$ cat config.mk
export PLATFORM = sky130hd
export DESIGN_NAME = gchf_ctrl
export DESIGN_NICKNAME = d
export VERILOG_FILES = /design/src/hw/rtl/gchf_pkg.sv /design/src/hw/rtl/gchf_ctrl.sv
export SDC_FILE = /design/constraint.sdc
export NUM_CORES = 1
export LEC_CHECK = 0
export BUFFER_PORTS_ARGS = -buffer_cell sky130_fd_sc_hd__buf_4
export CAP_MARGIN = 30
export CELL_PAD_IN_SITES_DETAIL_PLACEMENT = 1
export CELL_PAD_IN_SITES_GLOBAL_PLACEMENT = 1
export CORE_AREA = 2 2 39 41
export DETAILED_ROUTE_END_ITERATION = 8
export DIE_AREA = 0 0 41 43
export MAX_ROUTING_LAYER = met4
export PLACE_DENSITY_LB_ADDON = 0.1
export RECOVER_POWER = 50
export REMOVE_ABC_BUFFERS = 1
export SLEW_MARGIN = 20
export SYNTH_ARGS = -nofsm -noshare
export SYNTH_HDL_FRONTEND = slang
export SYNTH_SLANG_ARGS = --single-unit
$ cat constraint.sdc
create_clock -name aclk -period 2.94 [get_ports aclk]
set_clock_uncertainty 0.15 [all_clocks]
set_input_delay 0.294 -clock aclk [delete_from_list [all_inputs] [get_ports aclk]]
set_output_delay 0.294 -clock aclk [all_outputs]
set_load 0.03 [all_outputs]
$ cat src/hw/rtl/gchf_pkg.sv
// ----------------------------------------------------------------------------
// gchf_pkg
// shared types and constants for the gyro / compass heading fusion core
// ----------------------------------------------------------------------------
package gchf_pkg;

    localparam int unsigned RateScaleQ16 = 149498;
    localparam int unsigned StepScaleQ40 = 781875;
    localparam int unsigned DtMaxUs      = 100000;
    localparam int unsigned DtDefaultUs  = 10;
    localparam int unsigned AtanEntries  = 24;

    // configuration register indexes
    localparam logic [2:0] REG_GYRO_BIAS   = 3'd0;
    localparam logic [2:0] REG_MAG_X_OFF   = 3'd1;
    localparam logic [2:0] REG_MAG_Y_OFF   = 3'd2;
    localparam logic [2:0] REG_MAG_X_SCALE = 3'd3;
    localparam logic [2:0] REG_MAG_Y_SCALE = 3'd4;
    localparam logic [2:0] REG_BLEND_GAIN  = 3'd5;

    // datapath operations issued by the controller
    typedef enum logic [2:0] {
        OP_NONE   = 3'd0,
        OP_LOAD   = 3'd1,
        OP_PREP   = 3'd2,
        OP_STEP   = 3'd3,
        OP_CORDIC = 3'd4,
        OP_BLEND  = 3'd5,
        OP_FINISH = 3'd6
    } op_t;

    typedef struct packed {
        op_t        op;
        logic [4:0] iter;
    } dp_cmd_t;

    // binary arctangent table, 2^32 per turn
    function automatic logic [31:0] atan_entry(input logic [4:0] i);
        logic [31:0] r;
        begin
            case (i)
                5'd0:  r = 32'd536870912;
                5'd1:  r = 32'd316933406;
                5'd2:  r = 32'd167458907;
                5'd3:  r = 32'd85004756;
                5'd4:  r = 32'd42667331;
                5'd5:  r = 32'd21354465;
                5'd6:  r = 32'd10679838;
                5'd7:  r = 32'd5340245;
                5'd8:  r = 32'd2670163;
                5'd9:  r = 32'd1335087;
                5'd10: r = 32'd667544;
                5'd11: r = 32'd333772;
                5'd12: r = 32'd166886;
                5'd13: r = 32'd83443;
                5'd14: r = 32'd41722;
                5'd15: r = 32'd20861;
                5'd16: r = 32'd10430;
                5'd17: r = 32'd5215;
                5'd18: r = 32'd2608;
                5'd19: r = 32'd1304;
                5'd20: r = 32'd652;
                5'd21: r = 32'd326;
                5'd22: r = 32'd163;
                5'd23: r = 32'd81;
                default: r = 32'd0;
            endcase
            return r;
        end
    endfunction

endpackage

$ cat src/hw/rtl/gchf_ctrl.sv
// ----------------------------------------------------------------------------
// gchf_ctrl
// sequencer: load, prepare, step products, cordic iterations, blend, output
// ----------------------------------------------------------------------------
module gchf_ctrl #(
    parameter int unsigned CORDIC_STEPS = 16
) (
    input  logic               aclk,
    input  logic               aresetn,
    input  logic               in_fire,
    input  logic               out_busy,
    output logic               s_ready,
    output gchf_pkg::dp_cmd_t  cmd
);

    localparam logic [2:0] ST_IDLE   = 3'd0;
    localparam logic [2:0] ST_PREP   = 3'd1;
    localparam logic [2:0] ST_STEP   = 3'd2;
    localparam logic [2:0] ST_CORDIC = 3'd3;
    localparam logic [2:0] ST_BLEND  = 3'd4;
    localparam logic [2:0] ST_FINISH = 3'd5;
    localparam logic [4:0] LastIter  = 5'(CORDIC_STEPS - 1);

    logic [2:0] state_reg, state_next;
    logic [4:0] iter_reg, iter_next;

    assign s_ready = (state_reg == ST_IDLE);

    // state sequencing
    always_comb begin
        state_next = state_reg;
        iter_next  = iter_reg;
        cmd.op     = gchf_pkg::OP_NONE;
        cmd.iter   = iter_reg;
        unique case (state_reg)
            ST_IDLE: begin
                if (in_fire) begin
                    cmd.op     = gchf_pkg::OP_LOAD;
                    state_next = ST_PREP;
                end
            end
            ST_PREP: begin
                cmd.op     = gchf_pkg::OP_PREP;
                state_next = ST_STEP;
            end
            ST_STEP: begin
                cmd.op     = gchf_pkg::OP_STEP;
                iter_next  = 5'd0;
                state_next = ST_CORDIC;
            end
            ST_CORDIC: begin
                cmd.op    = gchf_pkg::OP_CORDIC;
                iter_next = iter_reg + 5'd1;
                if (iter_reg == LastIter) state_next = ST_BLEND;
            end
            // blend writes the result register, so it waits for a held result
            ST_BLEND: begin
                if (!out_busy) begin
                    cmd.op     = gchf_pkg::OP_BLEND;
                    state_next = ST_FINISH;
                end
            end
            ST_FINISH: begin
                cmd.op     = gchf_pkg::OP_FINISH;
                state_next = ST_IDLE;
            end
            default: state_next = ST_IDLE;
        endcase
    end

    always_ff @(posedge aclk) begin
        if (!aresetn) begin
            state_reg <= ST_IDLE;
            iter_reg  <= 5'd0;
        end else begin
            state_reg <= state_next;
            iter_reg  <= iter_next;
        end
    end

endmodule

# After elaboration in Yosys (flattened, before gate mapping)
# Index checks and enable logic that the tools add are counted.
totals:
  register_bits: 8
  in_bits: 4
classes:
  n_addsub: 1
  n_eq_ne: 9
  muxes: 8
  n_reduce_logical: 3
op_table:
  columns: ["cell", "count"]
  rows:
  - ["$pmux 3 s6", 1]
  - ["$pmux 3 s5", 1]
  - ["$mux 3", 4]
  - ["$pmux 5 s2", 1]
  - ["$eq 3x2->1 const B", 2]
  - ["$eq 3x3->1 const B", 2]
  - ["$ne 2x2->1 const B", 3]
  - ["$add 5x1->5 const B", 1]
  - ["$eq 5x4->1 const B", 1]
  - ["$eq 3x1->1 const B", 1]
  - ["$logic_not 3->1", 1]
  - ["$reduce_and 3->1", 1]
  - ["$reduce_bool 2->1", 1]
  - ["$mux 1", 1]

# Depth between registers and ports, before layout
depth:
  word_depth: 3
  mapped_depth: 6

# Worst setup path before layout
# OpenSTA, ideal clock, no wires.
synth_path:
  path_kind: "flip-flop to flip-flop"
  startpoint: "reg iter_reg[0]"
  endpoint: "reg iter_reg[4]"
  t_arrival_ps: 1568
  required_time_ps: 2720
  setup_slack_ps: 1152
  path_stages_with_launch: 6
  cell_sequence: "dfxtp_1 -> ha_1 -> and3_1 -> ha_1 -> or3_1 -> a21oi_1"
synth_between:
  elab_chain_cells: 2
synth_rtl:
  columns: ["element", "line_no", "source"]
  rows:
  - ["start: declaration", "gchf_ctrl.sv:25", "logic [4:0] iter_reg, iter_next;"]
  - ["start signal: assignment", "gchf_ctrl.sv:77", "iter_reg <= iter_next;"]
  - ["$add 5x1->5", "gchf_ctrl.sv:53", "iter_next = iter_reg + 5'd1;"]
  - ["$pmux 5 s2", "gchf_ctrl.sv:35", "unique case (state_reg)"]
# Every way passes these cells.
# A chain may end at the register's enable or synchronous reset.

==> flow_summary.toml <==
[finish]
largest_reg_flops = 5
nets = 74
fin_area_um2 = 529
seqCellArea_um2 = 160
multi_input_area_um2 = 244
drive_above_1_share_pct = 16.7
antennaDiodeCount = 0
areaGrowthSynthToFinish_pct = 23.0
layout.filler_cells = 182

[die]
die_h_um = 43
start_util_pct = 31.1
io_pins = 13
die_w_um = 41
rows = 14
die-area_mm2 = 0.00176
core_area_mm2 = 0.00138

[detailed_routing]
drtIter0Drc = 6
wl_per_cell_um = 13.2
dr.pass1.iters = 3
ant_nets = 0
vias = 431
vias_per_cell = 5.26
drc = 0
postRouteWirelength_mm = 1.09

[sta]
slew_viol_final = 0
tightest_slew_ps = 367
setup_viol_count_final = 0
post-route-period-util_pct = 64.4
fmax_ghz = 0.528
totalNegativeSetupSlack_ps = 0
fin_crit_ps = 1890
hold_viol = 0
maxSlewHeadroom_pct = 75.7
rsz0062_at_grt = "false"

[critical_path]
setup.worst_path.end_class = "primary output"
critical_path_buf_inv_count = 1
arrival_ps = 1450
start_kind = "flop"
crit_path_top_delay_cell = "dfxtp_1"
critPathKind = "reg2out"
crit_chain = "nor2b_1 > a22o_1 > buf_4"
timing.reg2reg.setup_slack_ps = 1240
max_stage_delay_ps = 500
critPathTopFamily = "flip-flops"
path_max_fanout = 11
critPathRequiredTime_ps = 2500

[pwr]
p_leak_uw = 0.000204
sw_frac_of_total_pct = 30.3
total_power_uw = 254
pwr-share-seq_pct = 46.7
internal_power_uw = 177
pwr-share-comb_pct = 19.0
peakVddDrop_mv = 0.182
pwr-share-clk_pct = 34.3
p_switching_uw = 77.0
powerDensity_mw_per_mm2 = 480

[global_routing]
antenna_found_initial = 0
grt_usage_pct = 15.8
grt_pass1_vias = 412
grt_max_degree = 12
overflow = 0
grt_pass1_wl_mm = 1.82

[placement]
routabilityCongestion = 0.736
post-dp-hpwl_um = 828
io_buffers = 12
place_area_um2 = 526

[yosys]
synth.yosys.warnings = 0
ys.flop_type = "dfxtp_1"
synth_common_cells = "dfxtp_1, nand2_1, a21oi_1, nand3_1"
synth_edf_count = 0
yosys.area.top_type_share_pct = 37.2
ys_ff_latch = 8
avgSynthCellArea_um2 = 8.12
synth.cell_area_um2 = 430
synth.most_common_cell = "dfxtp_1"
yosys.cell_types.count = 22
synthArstFlopShare_pct = 0
yosysTopAreaCell = "dfxtp_1"
synthCells = 53
ys_seq_area_share_pct = 37.2
synthTopCellsByArea = "dfxtp_1, a21oi_1, ha_1"

[job]
drv_cap = 0

[clocking]
clock-sinks = 8
cts_buffer_depth = 2
cts_tree = "yes"
clock_latency_ps = 260
clk_pin_slew_ps = 60
ctsHtreeMaxLevel = 1
cts_made_buffers = 3
root_buffer = "clkbuf_4"
ctsHoldBuffers = 0
cts_resized = 0
cts_setup_buffers = 0

[hold_path]
hp-class = "in2reg"

[status]
status = "complete, no violations"
-- worst reg2reg max path: cells and delay by family (launching register included) --
| family | cells | cell delay [ps] |
|---|---|---|
| simple gates | 2 | 530 |
| fa+ha+maj | 2 | 490 |
| flops | 1 | 340 |
| compound gates | 1 | 130 |
-- worst paths after layout --
path / start / endpoint / cells past startpoint
max reg2reg: iter_reg[0] / iter_reg[4] / 5
min: out_busy / state_reg[0] / 2
max: state_reg[1] / cmd[7] / 3
min reg2reg: iter_reg[4] / iter_reg[4] / 2
-- metrics by stage --
stage	hold slack, ps	instances	setup slack, ps	util, %
2_1_floorplan	262	51	1150	-
3_3_place_gp	312	79	1240	38.0
3_5_place_dp	329	79	1240	38.0
4_1_cts	112	82	1040	39.6
5_1_grt	112	82	914	38.2
6_report	114	82	1050	38.2
-- layout make-up --
| type | count | area share [%] |
|---|---|---|
| Clock buffer | 3 | 4.26 |
| Inverter | 3 | 2.13 |
| Multi-Input combinational cell | 40 | 46.1 |
| Sequential cell | 8 | 30.3 |
| Tap cell | 16 | 3.78 |
| Timing Repair Buffer | 12 | 13.5 |
-- layout by cell type, fill, tap and decap left out, types with 3 or more instances in the layout --
master and count:
dfxtp_1 8, inv_1 3, o21ai_0 3, clkbuf_1 5, clkbuf_4 3, nand2_1 6, nand3_1 4, buf_4 7
a21oi_1 5
-- cell families after synthesis --
group / synth area share (%)
simple gates: 29.4
compound gates: 18.9
flops: 37.2
buf+inv: 6.10
fa+ha+maj: 5.81
mux: 2.62
-- power groups by stage --
stage / clock [uW] / combinational, uW / sequential [uW]
floorplan: 0 / 30.0 / 120
global placement: 0 / 49.7 / 121
finish: 87.2 / 48.4 / 119
global route: 99.0 / 53.0 / 119
CTS: 91.4 / 49.6 / 119
detailed placement: 0 / 49.5 / 121
-- per-layer routing --
layer	wire [um]	global-route usage (%)
met1	521	20.1
met4	21	8.00
met3	32	4.71
met5	0	-
met2	511	21.9
(Power assumes the default switching activity.)
